`src/rtl/core/tce_pkg.sv`:
```
`timescale 1ns / 1ps
// Shared constants, types and state encoding for the text console engine.
package tce_pkg;

	localparam int SCREEN_COLUMNS = 80;
	localparam int SCREEN_ROWS    = 25;
	localparam int TAB_SPACING    = 4;

	localparam int CELL_COUNT = SCREEN_ROWS * SCREEN_COLUMNS;
	localparam int ROW_W      = (SCREEN_ROWS > 1) ? $clog2(SCREEN_ROWS) : 1;
	localparam int COL_W      = $clog2(SCREEN_COLUMNS);
	localparam int ADDR_W     = $clog2(CELL_COUNT);
	localparam int TAB_W      = (TAB_SPACING > 1) ? $clog2(TAB_SPACING) : 1;

	localparam logic [7:0] CH_NEWLINE = 8'd10;
	localparam logic [7:0] CH_RETURN  = 8'd13;
	localparam logic [7:0] CH_TAB     = 8'd9;
	localparam logic [7:0] CH_SPACE   = 8'd32;
	localparam logic [7:0] RESET_ATTR = 8'h0F;

	localparam logic ACT_PUT  = 1'b0;
	localparam logic ACT_READ = 1'b1;

	typedef enum logic [2:0] {
		ST_INIT,
		ST_IDLE,
		ST_PUT,
		ST_CLEAR,
		ST_READ,
		ST_RWAIT,
		ST_FINISH
	} tce_state_t;

	typedef struct packed {
		logic              we;
		logic [ADDR_W-1:0] addr;
		logic [15:0]       wdata;
	} mem_req_t;

endpackage

```
`src/rtl/core/tce_addr_unit.sv`:
```
`timescale 1ns / 1ps
// Shared address unit: row rotation by the scroll offset, then row times width plus column.
module tce_addr_unit (
	input  logic [tce_pkg::ROW_W-1:0]  row,
	input  logic [tce_pkg::ROW_W-1:0]  offset,
	input  logic [tce_pkg::COL_W-1:0]  col,
	output logic [tce_pkg::ADDR_W-1:0] addr
);
	import tce_pkg::*;

	logic [ROW_W:0]   sum;
	logic [ROW_W-1:0] prow;

	always_comb begin
		sum = {1'b0, row} + {1'b0, offset};
		// wrap once: both operands are below the row count, except for an out-of-range query whose read data is discarded
		if (sum >= (ROW_W+1)'(SCREEN_ROWS)) begin
			prow = ROW_W'(sum - (ROW_W+1)'(SCREEN_ROWS));
		end else begin
			prow = ROW_W'(sum);
		end
		addr = ADDR_W'(prow) * ADDR_W'(SCREEN_COLUMNS) + ADDR_W'(col);
	end

endmodule

```
`src/rtl/core/tce_ctrl.sv`:
```
`timescale 1ns / 1ps
// Sequencer: cursor, scroll offset, cell writes, row clears, reads and the result register.
module tce_ctrl (
	input  logic                       clk,
	input  logic                       arst_n,
	input  logic [7:0]                 attr,
	input  logic                       in_valid,
	output logic                       in_ready,
	input  logic                       action,
	input  logic [7:0]                 glyph_byte,
	input  logic [4:0]                 query_row,
	input  logic [6:0]                 query_column,
	output logic                       out_valid,
	input  logic                       out_ready,
	output logic [4:0]                 shown_row,
	output logic [6:0]                 shown_column,
	output logic [10:0]                cursor_linear,
	output logic [7:0]                 cell_glyph,
	output logic [7:0]                 cell_colour,
	output tce_pkg::mem_req_t          mem_req,
	input  logic [15:0]                mem_rdata
);
	import tce_pkg::*;

	tce_state_t        state_q, state_nx;
	logic [ROW_W-1:0]  top_q, top_inc;
	logic [ROW_W-1:0]  cur_row_q;
	logic [COL_W-1:0]  cur_col_q;
	logic [TAB_W-1:0]  tab_ph_q, tab_ph_inc;
	logic              is_tab_q;
	logic [7:0]        glyph_q;
	logic [ROW_W-1:0]  qrow_q;
	logic [COL_W-1:0]  qcol_q;
	logic              qok_q;
	logic [ROW_W-1:0]  clr_row_q;
	logic [COL_W-1:0]  clr_col_q;
	logic [7:0]        cg_q, cc_q;
	logic              out_valid_q;
	logic [4:0]        shown_row_q;
	logic [6:0]        shown_column_q;
	logic [10:0]       cursor_linear_q;
	logic [7:0]        cell_glyph_q;
	logic [7:0]        cell_colour_q;

	logic              accept;
	logic              last_row;
	logic              col_last;
	logic              clr_col_last;
	logic              out_free;
	logic [ROW_W-1:0]  u_row, u_off;
	logic [COL_W-1:0]  u_col;
	logic [ADDR_W-1:0] u_addr;

	tce_addr_unit u_addr_unit (
		.row    (u_row),
		.offset (u_off),
		.col    (u_col),
		.addr   (u_addr)
	);

	assign in_ready     = (state_q == ST_IDLE);
	assign accept       = in_valid && in_ready;
	assign out_free     = !out_valid_q || out_ready;
	assign last_row     = ((ROW_W+1)'(cur_row_q) + (ROW_W+1)'(1)) == (ROW_W+1)'(SCREEN_ROWS);
	assign col_last     = ((COL_W+1)'(cur_col_q) + (COL_W+1)'(1)) == (COL_W+1)'(SCREEN_COLUMNS);
	assign clr_col_last = ((COL_W+1)'(clr_col_q) + (COL_W+1)'(1)) == (COL_W+1)'(SCREEN_COLUMNS);
	assign top_inc      = (32'(top_q) == SCREEN_ROWS - 1) ? '0 : top_q + ROW_W'(1);
	assign tab_ph_inc   = (32'(tab_ph_q) == TAB_SPACING - 1) ? '0 : tab_ph_q + TAB_W'(1);

	// next state
	always_comb begin
		state_nx = state_q;
		case (state_q)
			ST_INIT: begin
				if (clr_col_last && (32'(clr_row_q) == SCREEN_ROWS - 1)) begin
					state_nx = ST_IDLE;
				end
			end
			ST_IDLE: begin
				if (in_valid) begin
					if (action == ACT_READ) begin
						state_nx = ST_READ;
					end else if (glyph_byte == CH_NEWLINE) begin
						state_nx = last_row ? ST_CLEAR : ST_FINISH;
					end else if (glyph_byte == CH_RETURN) begin
						state_nx = ST_FINISH;
					end else begin
						state_nx = ST_PUT;
					end
				end
			end
			ST_PUT: begin
				if (col_last) begin
					state_nx = last_row ? ST_CLEAR : ST_FINISH;
				end else if (!(is_tab_q && (tab_ph_inc != '0))) begin
					state_nx = ST_FINISH;
				end
			end
			ST_CLEAR: begin
				if (clr_col_last) begin
					state_nx = ST_FINISH;
				end
			end
			ST_READ:   state_nx = ST_RWAIT;
			ST_RWAIT:  state_nx = ST_FINISH;
			ST_FINISH: begin
				if (out_free) begin
					state_nx = ST_IDLE;
				end
			end
			default:   state_nx = ST_INIT;
		endcase
	end

	// shared unit operands and memory request
	always_comb begin
		u_row   = cur_row_q;
		u_off   = '0;
		u_col   = cur_col_q;
		mem_req = '{we: 1'b0, addr: u_addr, wdata: {attr, CH_SPACE}};
		case (state_q)
			ST_INIT: begin
				u_row   = clr_row_q;
				u_col   = clr_col_q;
				mem_req = '{we: 1'b1, addr: u_addr, wdata: {RESET_ATTR, CH_SPACE}};
			end
			ST_PUT: begin
				u_off   = top_q;
				mem_req = '{we: 1'b1, addr: u_addr, wdata: {attr, glyph_q}};
			end
			ST_CLEAR: begin
				u_row   = clr_row_q;
				u_col   = clr_col_q;
				mem_req = '{we: 1'b1, addr: u_addr, wdata: {attr, CH_SPACE}};
			end
			ST_READ: begin
				u_row = qrow_q;
				u_off = top_q;
				u_col = qcol_q;
			end
			default: begin
				u_row = cur_row_q;
			end
		endcase
	end

	always_ff @(posedge clk or negedge arst_n) begin
		if (!arst_n) begin
			state_q     <= ST_INIT;
			top_q       <= '0;
			cur_row_q   <= '0;
			cur_col_q   <= '0;
			tab_ph_q    <= '0;
			clr_row_q   <= '0;
			clr_col_q   <= '0;
		end else begin
			state_q <= state_nx;
			case (state_q)
				ST_INIT: begin
					if (clr_col_last) begin
						clr_col_q <= '0;
						clr_row_q <= clr_row_q + ROW_W'(1);
					end else begin
						clr_col_q <= clr_col_q + COL_W'(1);
					end
				end
				ST_IDLE: begin
					if (accept && (action == ACT_PUT)) begin
						if (glyph_byte == CH_NEWLINE) begin
							cur_col_q <= '0;
							tab_ph_q  <= '0;
							if (last_row) begin
								// new bottom row lands on the old top row
								top_q     <= top_inc;
								clr_row_q <= top_q;
								clr_col_q <= '0;
							end else begin
								cur_row_q <= cur_row_q + ROW_W'(1);
							end
						end else if (glyph_byte == CH_RETURN) begin
							cur_col_q <= '0;
							tab_ph_q  <= '0;
						end
					end
				end
				ST_PUT: begin
					if (col_last) begin
						cur_col_q <= '0;
						tab_ph_q  <= '0;
						if (last_row) begin
							top_q     <= top_inc;
							clr_row_q <= top_q;
							clr_col_q <= '0;
						end else begin
							cur_row_q <= cur_row_q + ROW_W'(1);
						end
					end else begin
						cur_col_q <= cur_col_q + COL_W'(1);
						tab_ph_q  <= tab_ph_inc;
					end
				end
				ST_CLEAR: begin
					clr_col_q <= clr_col_q + COL_W'(1);
				end
				default: begin
					// hold cursor and scroll state
				end
			endcase
		end
	end

	// result valid: set when a result is loaded, drop when taken
	always_ff @(posedge clk or negedge arst_n) begin
		if (!arst_n) begin
			out_valid_q <= 1'b0;
		end else if (state_q == ST_FINISH && out_free) begin
			out_valid_q <= 1'b1;
		end else if (out_ready) begin
			out_valid_q <= 1'b0;
		end
	end

	// payload registers
	always_ff @(posedge clk) begin
		if (accept) begin
			is_tab_q <= (glyph_byte == CH_TAB);
			glyph_q  <= (glyph_byte == CH_TAB) ? CH_SPACE : glyph_byte;
			qrow_q   <= ROW_W'(query_row);
			qcol_q   <= COL_W'(query_column);
			qok_q    <= (32'(query_row) < SCREEN_ROWS) && (32'(query_column) < SCREEN_COLUMNS);
			cg_q     <= '0;
			cc_q     <= '0;
		end
		if (state_q == ST_RWAIT && qok_q) begin
			cg_q <= mem_rdata[7:0];
			cc_q <= mem_rdata[15:8];
		end
		if (state_q == ST_FINISH && out_free) begin
			shown_row_q     <= 5'(cur_row_q);
			shown_column_q  <= 7'(cur_col_q);
			cursor_linear_q <= 11'(u_addr);
			cell_glyph_q    <= cg_q;
			cell_colour_q   <= cc_q;
		end
	end

	assign out_valid     = out_valid_q;
	assign shown_row     = shown_row_q;
	assign shown_column  = shown_column_q;
	assign cursor_linear = cursor_linear_q;
	assign cell_glyph    = cell_glyph_q;
	assign cell_colour   = cell_colour_q;

	a_col_range: assert property (@(posedge clk) disable iff (!arst_n)
		32'(cur_col_q) < SCREEN_COLUMNS)
		else $error("cursor column out of range");

	a_top_range: assert property (@(posedge clk) disable iff (!arst_n)
		32'(top_q) < SCREEN_ROWS)
		else $error("scroll offset out of range");

	a_no_write_idle: assert property (@(posedge clk) disable iff (!arst_n)
		(state_q == ST_IDLE || state_q == ST_READ || state_q == ST_FINISH) |-> !mem_req.we)
		else $error("cell write outside a write state");

	a_finish_hold: assert property (@(posedge clk) disable iff (!arst_n)
		(state_q == ST_FINISH && out_valid_q && !out_ready) |=> state_q == ST_FINISH)
		else $error("result dropped while output register full");

	a_clear_start: assert property (@(posedge clk) disable iff (!arst_n)
		(state_q != ST_CLEAR && state_nx == ST_CLEAR) |=> clr_col_q == '0)
		else $error("row clear did not start at column zero");

endmodule

```
`config.mk`:
```
export PLATFORM = sky130hd
export DESIGN_NAME = tce_ctrl
export DESIGN_NICKNAME = d
export VERILOG_FILES = /design/src/rtl/core/tce_pkg.sv /design/src/rtl/core/tce_addr_unit.sv /design/src/rtl/core/tce_ctrl.sv
export SDC_FILE = /design/constraint.sdc
export NUM_CORES = 1
export LEC_CHECK = 0
export BUFFER_PORTS_ARGS = -buffer_cell sky130_fd_sc_hd__buf_2
export CAP_MARGIN = 20
export CORE_ASPECT_RATIO = 0.7
export CORE_MARGIN = 3
export CORE_UTILIZATION = 40
export CTS_BUF_LIST = sky130_fd_sc_hd__clkbuf_4 sky130_fd_sc_hd__clkbuf_8
export CTS_CLUSTER_DIAMETER = 40
export DETAILED_ROUTE_END_ITERATION = 10
export GPL_ROUTABILITY_DRIVEN = 0
export PLACE_DENSITY = 0.66
export RECOVER_POWER = 50
export SETUP_SLACK_MARGIN = 0.3
export SLEW_MARGIN = 40
export SYNTH_ARGS = -nofsm -noshare
export SYNTH_HDL_FRONTEND = slang
export SYNTH_SLANG_ARGS = --single-unit
```
`constraint.sdc`:
```
create_clock -name clk -period 8.3 [get_ports clk]
set_clock_uncertainty 0.1 [all_clocks]
set_input_delay 0.83 -clock clk [delete_from_list [all_inputs] [get_ports clk]]
set_output_delay 0.83 -clock clk [all_outputs]
set_load 0.02 [all_outputs]
```
### Word-level counts from Yosys, hierarchy flattened

Index checks and enable logic that the tools add are counted.

| operators by class | value |
|---|---|
| add/subtract/negate cells | 12 |
| multipliers | 1 |
| $lt $le $gt $ge | 3 |
| equal/unequal tests | 25 |
| mux-type cells | 55 |
| bitwise operators | 1 |
| reduce and logical (&&, ||, !) cells | 23 |

Operators with widths:

| kind | number |
|---|---|
| 28-bit case mux with 3 select lines | 1 |
| 5-bit two-way mux | 16 |
| 7-bit two-way mux | 9 |
| 3-bit two-way mux | 10 |
| 5-bit case mux with 2 select lines | 3 |
| 7-bit case mux with 2 select lines | 2 |
| 7-bit case mux with 4 select lines | 1 |
| 8-bit by 4-bit equality test with 1-bit output, second input constant | 3 |
| 8-bit two-way mux | 3 |
| 3-bit case mux with 7 select lines | 1 |
| 7-bit by 1-bit adder with 8-bit output, second input constant | 2 |
| 8-bit by 7-bit equality test with 1-bit output, second input constant | 2 |
| 5-bit by 1-bit adder with 5-bit output, second input constant | 3 |
| 5-bit case mux with 3 select lines | 1 |
| 7-bit by 1-bit adder with 7-bit output, second input constant | 2 |
| 2-bit inequality test, second input constant | 6 |
| 11-bit by 7-bit adder with 11-bit output | 1 |
| 5-bit equality test, second input constant | 2 |
| 2-bit two-way mux | 5 |
| 5-bit AND reduction | 2 |
| 3-bit equality test, second input constant | 3 |
| 4-bit AND reduction | 2 |
| 2-bit nonzero test | 4 |
| 1-bit logical AND | 7 |
| 25 further kinds | 29 |

| storage, ports and cells | value |
|---|---|
| flip-flop bits (word level) | 112 |
| input bits | 49 |
| output and inout bits | 69 |
| word-level logic and storage cells | 140 |

### Depth between registers and ports, before layout

Gate-level depths: netlist (run 1).

| depth | value |
|---|---|
| depth in word-level cells | 9 |
| depth in mapped cells | 25 |
| depth with buffers taken out | 23 |

### Hierarchy

Synthesis (run 1) repeated with hierarchy kept, for this count alone.

| unflattened totals | value |
|---|---|
| cell total of the unflattened synthesis | 569 |
| area, all modules | 6164.7 µm² |

By module, submodules not included:

| module | times used | cells an instance | area an instance (µm²) | seq. area each (µm²) |
|---|---|---|---|---|
| tce_ctrl | 1 | 493 | 5507.8 | 3188.1 |
| tce_addr_unit | 1 | 76 | 656.9 | 0.0 |

### Worst setup path after synthesis (run 1)

Ideal clock, no wire load.

| path | value |
|---|---|
| kind | flip-flop to output port |
| start point | register state_q[0] |
| end point | output mem_req[25] (netlist bit) |
| arrival time | 5.254 ns |
| data required time | 7.370 ns |
| setup slack | 2.116 ns |
| cell stages (with the launch flop) | 23 |
| path buffers | 3 |
| cells stage by stage | dfrtp_1 -> clkbuf_1 -> clkbuf_1 -> clkbuf_1 -> nand2_1 -> o21ai_0 -> a21boi_0 -> ha_1 -> fa_1 -> inv_1 -> ha_1 -> o32ai_1 -> o21ba_2 -> a2111oi_2 -> nor2_1 -> xor2_1 -> ha_1 -> fa_1 -> xor2_1 -> nand3_1 -> nor2_1 -> mux2_2 -> nor3_1 |

RTL lines:

| element | line | RTL |
|---|---|---|
| from (decl) | tce_ctrl.sv:25 | `tce_state_t state_q, state_nx;` |
| from (signal assigned) | tce_ctrl.sv:157 | `state_q <= state_nx;` |
| to (decl) | tce_ctrl.sv:20 | `output tce_pkg::mem_req_t mem_req,` |

==> impl_metrics.prom, run 1 <==
# TYPE chip_impl_metric gauge
chip_impl_metric{name="cts_post_setup_buffers_inserted",unit=""} 0
chip_impl_info{name="nature_of_the_critical_path_startpoint",value="flop"} 1
chip_impl_metric{name="p_clk_share",unit="%"} 37.3
chip_impl_metric{name="timing.final.crit_share",unit="%"} 87.5
chip_impl_metric{name="synth.distinct_cells",unit=""} 66
chip_impl_info{name="worst-setup-path-type",value="reg2out"} 1
chip_impl_metric{name="wirelength_met1",unit="um"} 6800
chip_impl_metric{name="area_taken_by_flip_flops_and_latches",unit="um2"} 3190
chip_impl_metric{name="detail_route.iter0.violations",unit=""} 725
chip_impl_metric{name="yosys_warnings",unit=""} 0
chip_impl_metric{name="cts-resized-gates",unit=""} 0
chip_impl_metric{name="totalNegativeSetupSlack",unit="ns"} 0
chip_impl_metric{name="final_area",unit="um2"} 7040
chip_impl_metric{name="drt_first_pass_iters",unit=""} 6
chip_impl_metric{name="path_clk_slew",unit="ns"} 0.11
chip_impl_info{name="run_status",value="finished, violations left"} 1
chip_impl_metric{name="comb_power_share",unit="%"} 1.9
chip_impl_metric{name="timing.final.max_slew_violations",unit=""} 36
chip_impl_metric{name="floorplan.initialDensity",unit="%"} 41.1
chip_impl_metric{name="critical_path.max_stage_delay",unit="ns"} 0.83
chip_impl_metric{name="int_power",unit="uW"} 754
chip_impl_metric{name="cts-htree-levels",unit=""} 3
chip_impl_metric{name="dp_slack",unit="ns"} 1.44
chip_impl_metric{name="highest_clock_frequency_the_design_can_meet",unit="MHz"} 138
chip_impl_metric{name="netlist_instances",unit=""} 578
chip_impl_info{name="cpMostUsedCell",value="sky130_fd_sc_hd__ha_1"} 1
chip_impl_metric{name="multi_input_comb_area",unit="um2"} 2720
chip_impl_metric{name="numCtsBuffers",unit=""} 9
chip_impl_metric{name="fin_nets",unit=""} 758
chip_impl_info{name="layout_common_cells",value="sky130_fd_sc_hd__edfxtp_1, sky130_fd_sc_hd__buf_2, sky130_fd_sc_hd__o21ai_0, sky130_fd_sc_hd__nand2_1, sky130_fd_sc_hd__clkbuf_1"} 1
chip_impl_info{name="cell_by_cell_listing_of_the_critical_path",value="nand2_1 -> a32oi_1 -> a21boi_0 -> ha_1 -> fa_1 -> inv_1 -> ha_1 -> inv_1 -> o32ai_1 -> o21ba_2 -> a2111oi_2 -> nor2_1 -> xor2_1 -> ha_1 -> fa_1 -> xor2_1 -> nand3_1 -> nor2_1 -> mux2_2 -> nor3_1 -> buf_2"} 1
chip_impl_metric{name="clock_sinks",unit=""} 112
chip_impl_info{name="dominantRegCellSynth",value="sky130_fd_sc_hd__edfxtp_1"} 1
chip_impl_metric{name="worst-endpoint-required",unit="ns"} 7.37
chip_impl_metric{name="maxCapViolCount",unit=""} 1
chip_impl_info{name="cp_slowest_cell",value="sky130_fd_sc_hd__dfrtp_1"} 1
chip_impl_metric{name="synth.net_count",unit=""} 654
chip_impl_metric{name="die_height",unit="um"} 109
chip_impl_metric{name="critical_path_arrival",unit="ns"} 6.33
chip_impl_metric{name="synthesis.area_per_instance",unit="um2"} 10.5
chip_impl_metric{name="areaGrowthSynthToFinish",unit="%"} 15.5
chip_impl_metric{name="detailedPlacementHpwl",unit="um"} 11600
chip_impl_metric{name="route.vias.total",unit=""} 4978
chip_impl_metric{name="hold_viol_final",unit=""} 0
chip_impl_metric{name="clock_tree.buffer_depth",unit=""} 2
chip_impl_metric{name="ir_worst_vdd",unit="uV"} 82.7
chip_impl_metric{name="timing.max_slew.rel_slack",unit="%"} -37.2
chip_impl_metric{name="globalRouteTotalUtil",unit="%"} 18.1
chip_impl_metric{name="synthesis.area",unit="um2"} 6090
chip_impl_metric{name="post_route_cells_drive_above_1_share",unit="%"} 17.2
chip_impl_metric{name="edff_count_synth",unit=""} 77
chip_impl_metric{name="antenna_violation_net_count_after_detailed_routing",unit=""} 0
chip_impl_metric{name="cts_hold_buf",unit=""} 0
chip_impl_metric{name="p_sw_share",unit="%"} 22.7
chip_impl_metric{name="vias_in_the_first_global_route",unit=""} 4567
chip_impl_info{name="holdCritPathClass",value="reg2reg"} 1
chip_impl_metric{name="routed-wl-met3",unit="um"} 1500
chip_impl_metric{name="post-route-worst-setup-slack",unit="ns"} 1.04
chip_impl_info{name="clock_tree_from_tritoncts",value="yes"} 1
chip_impl_info{name="critical_path.endpoint_type",value="primary output"} 1
chip_impl_metric{name="dpl_cell_area",unit="um2"} 6860
chip_impl_metric{name="total_die_area",unit="um2"} 16800
chip_impl_metric{name="worst_hold_slack",unit="ns"} 0.324
chip_impl_metric{name="io_pins",unit=""} 118
chip_impl_metric{name="synth.ff_latch_count",unit=""} 112
chip_impl_info{name="cts_root_buf",value="sky130_fd_sc_hd__clkbuf_8"} 1
chip_impl_metric{name="grt_overflow_total",unit=""} 0
chip_impl_metric{name="place.port_buffers",unit=""} 117
chip_impl_metric{name="worst_skew_pair.late_latency",unit="ns"} 0.40
chip_impl_metric{name="drt-vias-per-instance",unit=""} 5.64
chip_impl_metric{name="maximum_fanout_along_the_worst_path",unit=""} 24
chip_impl_metric{name="setup_viol_count_final",unit=""} 0
chip_impl_metric{name="p_leak",unit="nW"} 2.77
chip_impl_metric{name="sequentialPowerShare",unit="%"} 60.8
chip_impl_metric{name="power_per_cell_area",unit="nW/um2"} 139
chip_impl_metric{name="core_area",unit="um2"} 14800
chip_impl_metric{name="final.fill_count",unit=""} 1393
chip_impl_metric{name="dr_wl_met2",unit="um"} 6770
chip_impl_metric{name="grt_max_degree",unit=""} 48
chip_impl_metric{name="antenna_found_initial",unit=""} 0
chip_impl_info{name="unrepaired_setup_endpoints_after_global_routing",value="false"} 1
chip_impl_metric{name="power_switching",unit="uW"} 221
chip_impl_metric{name="worstPathBufferInverterCount",unit=""} 3
chip_impl_metric{name="insertedDiodeCount",unit=""} 0
chip_impl_metric{name="wire_length_of_the_first_global_routing_pass",unit="um"} 23900
chip_impl_metric{name="asyncSetResetFlopFracSynth",unit="%"} 31.3
chip_impl_metric{name="drcViolationCount",unit=""} 0
chip_impl_info{name="most_common_library_cell_in_the_layout_ignoring_fill_and_taps",value="sky130_fd_sc_hd__edfxtp_1"} 1
chip_impl_metric{name="rows",unit=""} 37
chip_impl_info{name="top_signal_layer_used",value="met4"} 1
chip_impl_metric{name="worst_pin_slew",unit="ns"} 2.06
chip_impl_metric{name="wl_per_cell",unit="um"} 17.5
chip_impl_metric{name="postRouteWirelength",unit="um"} 15400
chip_impl_metric{name="finalCriticalPeriod",unit="ns"} 7.26
chip_impl_metric{name="die_width",unit="um"} 154
chip_impl_metric{name="ys_seq_area_share",unit="%"} 52.3
chip_impl_info{name="crit_family",value="adder cells"} 1
chip_impl_info{name="violated_checks",value="capacitance limit, slew limit"} 1
[cells by family after synthesis]
kind of cell    Yosys count  share of synthesized area (%)
fa+ha+maj                27                           5.79
buf+inv                  52                           3.47
flops                   112                           52.3
simple gates            204                           17.6
compound gates          157                           16.8
xor+xnor                 18                           2.59
mux                       8                           1.40
[power groups by stage]
stage | sequential (mW) | clock (mW) | combinational, mW
global placement | 0.605 | 0 | 0.0189
global route | 0.593 | 0.397 | 0.0211
finish | 0.593 | 0.364 | 0.0186
floorplan | 0.605 | 0 | 0.00346
detailed placement | 0.605 | 0 | 0.0195
CTS | 0.593 | 0.373 | 0.0195
[area by class of cell]
| type | instances | area share (%) |
|---|---|---|
| sequential | 112 | 45.3 |
| timing repair buffer | 123 | 8.12 |
| tap | 195 | 3.47 |
| clock inverter | 7 | 1.60 |
| clock buffer | 9 | 1.76 |
| multi-input combinational | 414 | 38.6 |
| inverter | 22 | 1.17 |
[sequential cells by signal, summed over array words and instances, names as in the netlist]
name	flops
qcol_q	7
top_q	5
qok_q	1
state_q	3
cell_glyph	8
cur_row_q	5
shown_row	5
cursor_linear	11
glyph_q	8
out_valid	1
cur_col_q	7
cell_colour	8
cc_q	8
tab_ph_q	2
is_tab_q	1
qrow_q	5
clr_row_q	5
cg_q	8
shown_column	7
clr_col_q	7
[per-layer routing]
metal  track usage, %  vias up
li1                 -     2326
met1             26.2     2370
met2             26.3      250
met3             4.88       32
met4             6.05        0
met5                0        -
[synth_stat cells, drive strengths merged (8+ instances only)]
| library cell | instances | share of area, % |
|---|---|---|
| edfxtp | 77 | 38 |
| clkbuf | 23 | 1.4 |
| and3 | 15 | 1.6 |
| nor3 | 8 | 1.0 |
| o21bai | 11 | 1.4 |
| and2 | 24 | 2.5 |
| xnor2 | 11 | 1.6 |
| nor2b | 12 | 1.2 |
| nand3 | 16 | 1.3 |
| a21oi | 27 | 2.2 |
| ha | 25 | 5.1 |
| nand2b | 9 | 0.92 |
| dfrtp | 35 | 14 |
| a22o | 10 | 1.4 |
| inv | 21 | 1.3 |
| nor2 | 42 | 2.6 |
| nand2 | 49 | 3.0 |
| o21ai | 60 | 4.9 |
[final timing paths]
path	end	start	cells past startpoint	slack, ns
setup / recovery	mem_req[25]	state_q[1]$_DFFE_PN0P_	21	1.04
hold / removal	cell_colour[6]$_DFFE_PP_	cc_q[6]$_SDFFCE_PN0P_	0	0.32
setup reg to reg	cursor_linear[9]$_DFFE_PP_	state_q[1]$_DFFE_PN0P_	20	2.30
hold reg to reg	cell_colour[6]$_DFFE_PP_	cc_q[6]$_SDFFCE_PN0P_	0	0.32
max in group asynchronous	state_q[2]$_DFFE_PN0P_	arst_n	1	5.87
min in group asynchronous	clr_col_q[0]$_DFFE_PN0P_	arst_n	1	0.90
[through the flow]
stage                     util, %  power [mW]  std cells
after detailed placement     46.3       0.624        866
after global placement       46.1       0.624        864
final                        47.5       0.976        882
after global routing         47.5        1.01        882
after floorplan                 -       0.608        578
after CTS                    47.9       0.985        882
[worst register-to-register path, delay by kind of cell, from the launching register on]
| family | cells | cell delay (ns) |
|---|---|---|
| adder cells (fa/ha/maj) | 5 | 1.50 |
| flip-flops | 1 | 0.83 |
| multiplexers | 1 | 0.26 |
| AO/OA/AOI/OAI | 5 | 1.49 |
| buffers and inverters | 2 | 0.22 |
| XOR/XNOR | 2 | 0.40 |
| AND/OR/NAND/NOR | 5 | 1.01 |
(Power assumes the default switching activity.)
==> inputs of run 2 (changes only) <==
CELL_PAD_IN_SITES_DETAIL_PLACEMENT = 1   (was unset)
CELL_PAD_IN_SITES_GLOBAL_PLACEMENT = 1   (was unset)
CTS_BUF_LIST = sky130_fd_sc_hd__clkbuf_4   (was sky130_fd_sc_hd__clkbuf_4 sky130_fd_sc_hd__clkbuf_8)
PLACE_DENSITY = 0.8   (was 0.66)
==> run 2 against run 1 <==
Against the previous run:
- the flow still finishes with violations (capacitance limit, slew limit)
- fmax down 3.8%
- worst setup slack worse by 0.29 ns
- final area down 0.98%
- cell count increased by 0.23%
- global-route usage is 2.7 points higher
- register-to-register slack lost 0.19 ns
- sequential share of layout area up 0.45 points
==> impl_metrics.prom, run 2 (synthesis gave the netlist of run 1 again) <==
# TYPE chip_impl_metric gauge
chip_impl_metric{name="worst_pin_slew",unit="ns"} 2.15
chip_impl_info{name="ff_to_ff_end",value="cursor_linear[9]$_DFFE_PP_"} 1
chip_impl_metric{name="wire_length_of_the_first_global_routing_pass",unit="um"} 27800
chip_impl_info{name="holdCritPathClass",value="reg2reg"} 1
chip_impl_metric{name="post-route-worst-setup-slack",unit="ns"} 0.746
chip_impl_metric{name="comb_power_share",unit="%"} 2.1
chip_impl_metric{name="timing.final.crit_share",unit="%"} 91.0
chip_impl_metric{name="totalPowerFinal",unit="uW"} 901
chip_impl_metric{name="highest_clock_frequency_the_design_can_meet",unit="MHz"} 132
chip_impl_metric{name="sequentialPowerShare",unit="%"} 65.8
chip_impl_metric{name="drcViolationCount",unit=""} 0
chip_impl_metric{name="worst-endpoint-required",unit="ns"} 7.37
chip_impl_metric{name="globalRouteTotalUtil",unit="%"} 20.8
chip_impl_info{name="unrepaired_setup_endpoints_after_global_routing",value="false"} 1
chip_impl_metric{name="cts_hold_buf",unit=""} 0
chip_impl_metric{name="antenna_found_initial",unit=""} 0
chip_impl_metric{name="io_pins",unit=""} 118
chip_impl_info{name="run_status",value="finished, violations left"} 1
chip_impl_metric{name="fin_nets",unit=""} 760
chip_impl_metric{name="totalNegativeSetupSlack",unit="ns"} 0
chip_impl_info{name="cts_root_buf",value="sky130_fd_sc_hd__clkbuf_4"} 1
chip_impl_metric{name="largest_register_ff_count",unit=""} 11
chip_impl_metric{name="wl_per_cell",unit="um"} 19.7
chip_impl_info{name="most_common_library_cell_in_the_layout_ignoring_fill_and_taps",value="sky130_fd_sc_hd__edfxtp_1"} 1
chip_impl_metric{name="die_width",unit="um"} 154
chip_impl_metric{name="critical_path.max_stage_delay",unit="ns"} 0.89
chip_impl_info{name="violated_checks",value="capacitance limit, slew limit"} 1
chip_impl_info{name="hold_wc_startpoint",value="cg_q[7]$_SDFFCE_PN0P_"} 1
chip_impl_metric{name="grt_max_degree",unit=""} 48
chip_impl_metric{name="setup_viol_count_final",unit=""} 0
chip_impl_metric{name="post_route_cells_drive_above_1_share",unit="%"} 16.7
chip_impl_metric{name="finalCriticalPeriod",unit="ns"} 7.55
chip_impl_metric{name="core_area",unit="um2"} 14800
chip_impl_metric{name="int_power",unit="uW"} 677
chip_impl_metric{name="route.vias.total",unit=""} 4987
chip_impl_metric{name="dp.cells",unit=""} 868
chip_impl_info{name="crit_family",value="adder cells"} 1
chip_impl_metric{name="maximum_fanout_along_the_worst_path",unit=""} 24
chip_impl_metric{name="grt_overflow_total",unit=""} 0
chip_impl_metric{name="critical_path_arrival",unit="ns"} 6.62
chip_impl_metric{name="reg2reg_setup_slack",unit="ns"} 2.11
chip_impl_metric{name="path_clk_slew",unit="ns"} 0.20
chip_impl_metric{name="place.port_buffers",unit=""} 117
chip_impl_metric{name="worst_skew_pair.late_latency",unit="ns"} 0.50
chip_impl_metric{name="cts-htree-levels",unit=""} 3
chip_impl_metric{name="hold_viol_final",unit=""} 0
chip_impl_metric{name="floorplan.initialDensity",unit="%"} 41.1
chip_impl_metric{name="finish.cell_count_without_fillers",unit=""} 884
chip_impl_metric{name="vias_in_the_first_global_route",unit=""} 5240
chip_impl_metric{name="worstPathBufferInverterCount",unit=""} 3
chip_impl_metric{name="drt-vias-per-instance",unit=""} 5.64
chip_impl_metric{name="rows",unit=""} 37
chip_impl_metric{name="clock_sinks",unit=""} 112
chip_impl_metric{name="insertedDiodeCount",unit=""} 0
chip_impl_metric{name="dp_slack",unit="ns"} 1.19
chip_impl_info{name="hold-path-endpoint",value="cell_glyph[7]$_DFFE_PP_"} 1
chip_impl_metric{name="p_sw_share",unit="%"} 24.9
chip_impl_metric{name="antenna_violation_net_count_after_detailed_routing",unit=""} 0
chip_impl_metric{name="numCtsBuffers",unit=""} 9
chip_impl_metric{name="maxCapViolCount",unit=""} 1
chip_impl_info{name="cp_slowest_cell",value="sky130_fd_sc_hd__dfrtp_1"} 1
chip_impl_metric{name="postRouteWirelength",unit="um"} 17500
chip_impl_metric{name="ir_worst_vdd",unit="uV"} 79.6
chip_impl_info{name="clock_tree_from_tritoncts",value="yes"} 1
chip_impl_metric{name="power_per_cell_area",unit="nW/um2"} 129
chip_impl_info{name="worst-setup-path-type",value="reg2out"} 1
chip_impl_info{name="cpMostUsedCell",value="sky130_fd_sc_hd__ha_1"} 1
chip_impl_metric{name="timing.max_slew.rel_slack",unit="%"} -43.1
chip_impl_metric{name="power_switching",unit="uW"} 224
chip_impl_metric{name="areaGrowthSynthToFinish",unit="%"} 14.4
chip_impl_metric{name="drt_first_pass_iters",unit=""} 5
chip_impl_metric{name="p_leak",unit="nW"} 2.75
chip_impl_metric{name="clock_tree.buffer_depth",unit=""} 2
chip_impl_metric{name="detailedPlacementHpwl",unit="um"} 13300
chip_impl_metric{name="total_die_area",unit="um2"} 16800
chip_impl_metric{name="die_height",unit="um"} 109
chip_impl_metric{name="detail_route.iter0.violations",unit=""} 432
chip_impl_metric{name="worst_case_reg_to_reg_path_depth",unit=""} 20
chip_impl_info{name="layout_common_cells",value="sky130_fd_sc_hd__edfxtp_1, sky130_fd_sc_hd__buf_2, sky130_fd_sc_hd__clkbuf_1, sky130_fd_sc_hd__o21ai_0, sky130_fd_sc_hd__nand2_1"} 1
chip_impl_info{name="cell_by_cell_listing_of_the_critical_path",value="nand2_1 -> a21oi_1 -> and2_1 -> ha_1 -> fa_1 -> inv_1 -> ha_1 -> inv_1 -> o32ai_1 -> o21ba_2 -> a2111oi_2 -> nor2_1 -> xor2_1 -> ha_1 -> fa_1 -> xor2_1 -> nand3_1 -> nor2_1 -> mux2_2 -> nor3_1 -> buf_2"} 1
chip_impl_info{name="nature_of_the_critical_path_startpoint",value="flop"} 1
chip_impl_metric{name="timing.final.max_slew_violations",unit=""} 36
chip_impl_metric{name="final_util",unit="%"} 47.1
chip_impl_metric{name="p_clk_share",unit="%"} 32.1
chip_impl_info{name="critical_path.endpoint_type",value="primary output"} 1
chip_impl_metric{name="holdPathStages",unit=""} 0
chip_impl_info{name="r2r-start",value="state_q[1]$_DFFE_PN0P_"} 1
run 2: changes by cell type in the layout (fill, tap and decap cells not counted), sizes merged:
cell,delta
clkbuf,+3
buf,-1
bufinv,-1
inv,+1
run 2: worst reg2reg max path: cells and delay by family, from the launching register on:
kind / cells / cell delay, ns
adder cells (fa/ha/maj): 5 / 1.50
AO/OA/AOI/OAI: 4 / 1.35
AND/OR/NAND/NOR: 6 / 1.28
flip-flops: 1 / 0.89
XOR/XNOR: 2 / 0.41
multiplexers: 1 / 0.28
buffers and inverters: 2 / 0.21
run 2: power by group through the flow:
| stage | logic (mW) | registers (mW) | clock network [mW] |
|---|---|---|---|
| 6_report | 0.0191 | 0.593 | 0.289 |
| 5_1_grt | 0.0216 | 0.593 | 0.318 |
| 4_1_cts | 0.0204 | 0.593 | 0.295 |
| 3_5_place_dp | 0.0203 | 0.605 | 0 |
| 3_3_place_gp | 0.0193 | 0.605 | 0 |
| 2_1_floorplan | 0.00346 | 0.605 | 0 |
run 2: final cells by class:
cell class	instances	area [um2]
clock buffer	9	67.6
tap	195	244
timing repair buffer	125	596
sequential	112	3190
clock inverter	7	91.3
multi-input combinational	414	2700
fill	1718	7840
inverter	22	82.6
run 2: worst max-delay path by stage:
stage	cells past startpoint	start	slack, ns	endpoint
floorplan	22	state_q[0]$_DFFE_PN0P_	2.12	mem_req[25]
global placement	23	state_q[2]$_DFFE_PN0P_	1.68	mem_req[25]
detailed placement	23	state_q[2]$_DFFE_PN0P_	1.19	mem_req[25]
CTS	23	state_q[2]$_DFFE_PN0P_	0.61	mem_req[25]
global route	21	state_q[1]$_DFFE_PN0P_	0.29	mem_req[25]
finish	21	state_q[1]$_DFFE_PN0P_	0.75	mem_req[25]
run 2: metrics by stage:
stage	instance area, um2	hold WS [ns]
floorplan	6090	0.300
global placement	6840	0.301
detailed placement	6900	0.311
CTS	7060	0.185
global route	6970	0.349
finish	6970	0.341
run 2: repair_timing:
| action | CTS | global route |
|---|---|---|
| setup buffers | 0 | 0 |
| resized for setup | 0 | 1 |
| hold endpoints to repair | 0 | 0 |
| endpoints found under the setup margin | 0 | 1 |
run 2: layer usage:
layer | GRT usage (%) | share of wire, % | wire, um
met4 | 5.10 | 1.3 | 223
met3 | 3.57 | 6.2 | 1090
met5 | 0 | 0 | 0
met1 | 28.9 | 45 | 7940
met2 | 34.4 | 47 | 8210
==> inputs of run 3 (changes only) <==
RECOVER_POWER = unset   (was 50)
==> run 3 against run 2 <==
Against the previous run:
- count of clock-buffer cells in the layout is the same
- critical path depth up 2
- final area rose by 1.4%
- routed wire length down 0.67%
- sequential power hardly changed
- largest power group unchanged
- utilization increased by 0.68 points
- first-iteration DRC count decreased by 4.2%
- combinational power grew 4%
- critical endpoint unchanged
- die area unchanged
- the run now ends clean
- cell count unchanged
==> impl_metrics.prom, run 3 (synthesis gave the netlist of run 1 again) <==
# TYPE chip_impl_metric gauge
chip_impl_metric{name="path_clk_slew",unit="ns"} 0.20
chip_impl_info{name="end_point_of_the_critical_path",value="mem_req[25]"} 1
chip_impl_metric{name="setup_viol_count_final",unit=""} 0
chip_impl_info{name="clock_tree_from_tritoncts",value="yes"} 1
chip_impl_metric{name="p_leak",unit="nW"} 2.93
chip_impl_metric{name="worst-path-stages",unit=""} 23
chip_impl_metric{name="hold_viol_final",unit=""} 0
chip_impl_metric{name="worst_case_reg_to_reg_path_depth",unit=""} 22
chip_impl_info{name="unrepaired_setup_endpoints_after_global_routing",value="false"} 1
chip_impl_metric{name="post_route_cells_drive_above_1_share",unit="%"} 24.5
chip_impl_metric{name="worst_pin_slew",unit="ns"} 0.780
chip_impl_info{name="critical_path.endpoint_type",value="primary output"} 1
chip_impl_metric{name="floorplan.initialDensity",unit="%"} 41.1
chip_impl_info{name="layout_common_cells",value="sky130_fd_sc_hd__buf_2, sky130_fd_sc_hd__edfxtp_1, sky130_fd_sc_hd__o21ai_0, sky130_fd_sc_hd__nand2_1, sky130_fd_sc_hd__nor2_1"} 1
chip_impl_metric{name="fin_nets",unit=""} 760
chip_impl_metric{name="critical_path_arrival",unit="ns"} 6.42
chip_impl_metric{name="worstPathBufferInverterCount",unit=""} 5
chip_impl_metric{name="insertedDiodeCount",unit=""} 0
chip_impl_metric{name="cts-htree-levels",unit=""} 3
chip_impl_metric{name="drcViolationCount",unit=""} 0
chip_impl_info{name="grt-busiest-layer",value="met2"} 1
chip_impl_metric{name="total_die_area",unit="um2"} 16800
chip_impl_info{name="nature_of_the_critical_path_startpoint",value="flop"} 1
chip_impl_metric{name="ir_worst_vdd",unit="uV"} 79.3
chip_impl_metric{name="route.vias.total",unit=""} 4997
chip_impl_metric{name="antenna_violation_net_count_after_detailed_routing",unit=""} 0
chip_impl_metric{name="timing.final.crit_share",unit="%"} 88.6
chip_impl_metric{name="maxCapViolCount",unit=""} 0
chip_impl_metric{name="drt-vias-per-instance",unit=""} 5.65
chip_impl_info{name="holdCritPathClass",value="in2async"} 1
chip_impl_info{name="most_common_library_cell_in_the_layout_ignoring_fill_and_taps",value="sky130_fd_sc_hd__buf_2"} 1
chip_impl_metric{name="reg2reg_setup_slack",unit="ns"} 2.31
chip_impl_metric{name="areaGrowthSynthToFinish",unit="%"} 16.1
chip_impl_info{name="worst-setup-path-type",value="reg2out"} 1
chip_impl_metric{name="die_width",unit="um"} 154
chip_impl_metric{name="detailedPlacementHpwl",unit="um"} 13300
chip_impl_metric{name="rows",unit=""} 37
chip_impl_metric{name="vias_in_the_first_global_route",unit=""} 5240
chip_impl_info{name="run_status",value="finished, final reports clean"} 1
chip_impl_metric{name="grt_overflow_total",unit=""} 0
chip_impl_metric{name="drt_first_pass_iters",unit=""} 5
chip_impl_metric{name="timing.final.max_slew_violations",unit=""} 0
chip_impl_metric{name="use_met2",unit="%"} 34.4
chip_impl_metric{name="totalPowerFinal",unit="uW"} 901
chip_impl_metric{name="postRouteWirelength",unit="um"} 17300
chip_impl_metric{name="final.fill_count",unit=""} 1697
chip_impl_metric{name="largest_register_ff_count",unit=""} 11
chip_impl_metric{name="cts_hold_buf",unit=""} 0
chip_impl_metric{name="die_height",unit="um"} 109
chip_impl_metric{name="power_per_cell_area",unit="nW/um2"} 127
chip_impl_info{name="ff_to_ff_end",value="cursor_linear[9]$_DFFE_PP_"} 1
chip_impl_metric{name="core_area",unit="um2"} 14800
chip_impl_info{name="r2r-start",value="state_q[2]$_DFFE_PN0P_"} 1
chip_impl_metric{name="met1_usage",unit="%"} 28.9
chip_impl_info{name="crit_family",value="adder cells"} 1
chip_impl_metric{name="place.port_buffers",unit=""} 117
chip_impl_metric{name="totalNegativeSetupSlack",unit="ns"} 0
chip_impl_metric{name="antenna_found_initial",unit=""} 0
chip_impl_metric{name="detail_route.iter0.violations",unit=""} 414
chip_impl_metric{name="critical_path.max_stage_delay",unit="ns"} 0.70
chip_impl_info{name="cts_root_buf",value="sky130_fd_sc_hd__clkbuf_4"} 1
chip_impl_info{name="critPathLaunch",value="state_q[2]$_DFFE_PN0P_"} 1
chip_impl_metric{name="highest_clock_frequency_the_design_can_meet",unit="MHz"} 136
chip_impl_metric{name="worst_skew_pair.late_latency",unit="ns"} 0.49
chip_impl_metric{name="clock_tree.buffer_depth",unit=""} 2
chip_impl_metric{name="cts-resized-gates",unit=""} 0
chip_impl_metric{name="cts_post_setup_buffers_inserted",unit=""} 0
chip_impl_metric{name="finalCriticalPeriod",unit="ns"} 7.35
chip_impl_metric{name="grt_max_degree",unit=""} 48
chip_impl_metric{name="wire_length_of_the_first_global_routing_pass",unit="um"} 27800
chip_impl_metric{name="io_pins",unit=""} 118
chip_impl_metric{name="wl_per_cell",unit="um"} 19.6
chip_impl_metric{name="clock_sinks",unit=""} 112
chip_impl_metric{name="groute.layer.met3.usage",unit="%"} 3.57
chip_impl_metric{name="area_taken_by_flip_flops_and_latches",unit="um2"} 3190
chip_impl_metric{name="worst-endpoint-required",unit="ns"} 7.37
chip_impl_metric{name="globalRouteTotalUtil",unit="%"} 20.8
chip_impl_metric{name="multi_input_comb_area",unit="um2"} 2710
chip_impl_info{name="cell_by_cell_listing_of_the_critical_path",value="clkinv_1 -> buf_4 -> o21bai_1 -> a32oi_1 -> a21boi_0 -> ha_1 -> fa_1 -> inv_1 -> ha_1 -> inv_1 -> o32ai_1 -> o21ba_2 -> a2111oi_2 -> nor2_1 -> xor2_1 -> ha_1 -> fa_1 -> xor2_1 -> nand3_1 -> nor2_1 -> mux2_2 -> nor3_1 -> buf_2"} 1
chip_impl_info{name="cpMostUsedCell",value="sky130_fd_sc_hd__ha_1"} 1
chip_impl_metric{name="maximum_fanout_along_the_worst_path",unit=""} 27
chip_impl_metric{name="numCtsBuffers",unit=""} 9
chip_impl_info{name="cp_slowest_cell",value="sky130_fd_sc_hd__dfrtp_2"} 1
chip_impl_metric{name="timing.max_slew.rel_slack",unit="%"} 47.6
[run 3: stage by stage]
step	hold slack, ns	std cells	util [%]	instance area, um2	setup slack [ns]
after CTS	0.185	884	47.6	7060	0.614
final	0.182	884	47.7	7070	0.949
after detailed placement	0.311	868	46.6	6900	1.19
after floorplan	0.300	578	-	6090	2.12
after global placement	0.301	865	46.2	6840	1.68
after global routing	0.187	884	47.7	7070	0.462
[run 3: metal layers]
layer  part of all wire [%]  routed length, um
met2                     47               8220
met4                    1.4                242
met5                      0                  0
met1                     46               7960
met3                    5.2                910
[run 3: how the worst min path moves through the flow]
| stage | start | end | slack (ns) | depth (start not counted) |
|---|---|---|---|---|
| 2_1_floorplan | cc_q[0]$_SDFFCE_PN0P_ | cell_colour[0]$_DFFE_PP_ | 0.30 | 0 |
| 3_3_place_gp | cc_q[1]$_SDFFCE_PN0P_ | cell_colour[1]$_DFFE_PP_ | 0.30 | 0 |
| 3_5_place_dp | cc_q[6]$_SDFFCE_PN0P_ | cell_colour[6]$_DFFE_PP_ | 0.31 | 0 |
| 4_1_cts | arst_n | cur_col_q[4]$_DFFE_PN0P_ | 0.19 | 1 |
| 5_1_grt | arst_n | cur_col_q[4]$_DFFE_PN0P_ | 0.19 | 1 |
| 6_report | arst_n | cur_col_q[4]$_DFFE_PN0P_ | 0.18 | 1 |
[run 3: power by group]
group / internal, mW / switching [mW] / leakage, nW
Sequential: 0.593 / 0.0000000000000000137 / 1.12
Clock: 0.0750 / 0.213 / 0.0826
Combinational: 0.00976 / 0.0101 / 1.73
Total: 0.678 / 0.223 / 2.93
[run 3: worst reg2reg max path: stages, from the launching register on]
cell and delay, ns:
sky130_fd_sc_hd__dfrtp_2 0.70, sky130_fd_sc_hd__clkinv_1 0.17, sky130_fd_sc_hd__buf_4 0.26, sky130_fd_sc_hd__o21bai_1 0.16, sky130_fd_sc_hd__a32oi_1 0.06, sky130_fd_sc_hd__a21boi_0 0.16
sky130_fd_sc_hd__ha_1 0.24, sky130_fd_sc_hd__fa_1 0.51, sky130_fd_sc_hd__inv_1 0.13, sky130_fd_sc_hd__ha_1 0.19, sky130_fd_sc_hd__inv_1 0.08, sky130_fd_sc_hd__o32ai_1 0.27
sky130_fd_sc_hd__o21ba_2 0.23, sky130_fd_sc_hd__a2111oi_2 0.49, sky130_fd_sc_hd__nor2_1 0.23, sky130_fd_sc_hd__xor2_1 0.21, sky130_fd_sc_hd__ha_1 0.25, sky130_fd_sc_hd__fa_1 0.39
sky130_fd_sc_hd__xor2_1 0.20, sky130_fd_sc_hd__nand3_1 0.14, sky130_fd_sc_hd__nor2_1 0.07, sky130_fd_sc_hd__mux2_2 0.28, sky130_fd_sc_hd__nor3_1 0.31
[run 3: layout make-up]
cell class | count | share of cell area, %
sequential | 112 | 45.1
multi-input combinational | 414 | 38.3
timing repair buffer | 125 | 9.68
tap | 195 | 3.45
clock inverter | 7 | 1.29
inverter | 22 | 1.17
clock buffer | 9 | 0.956
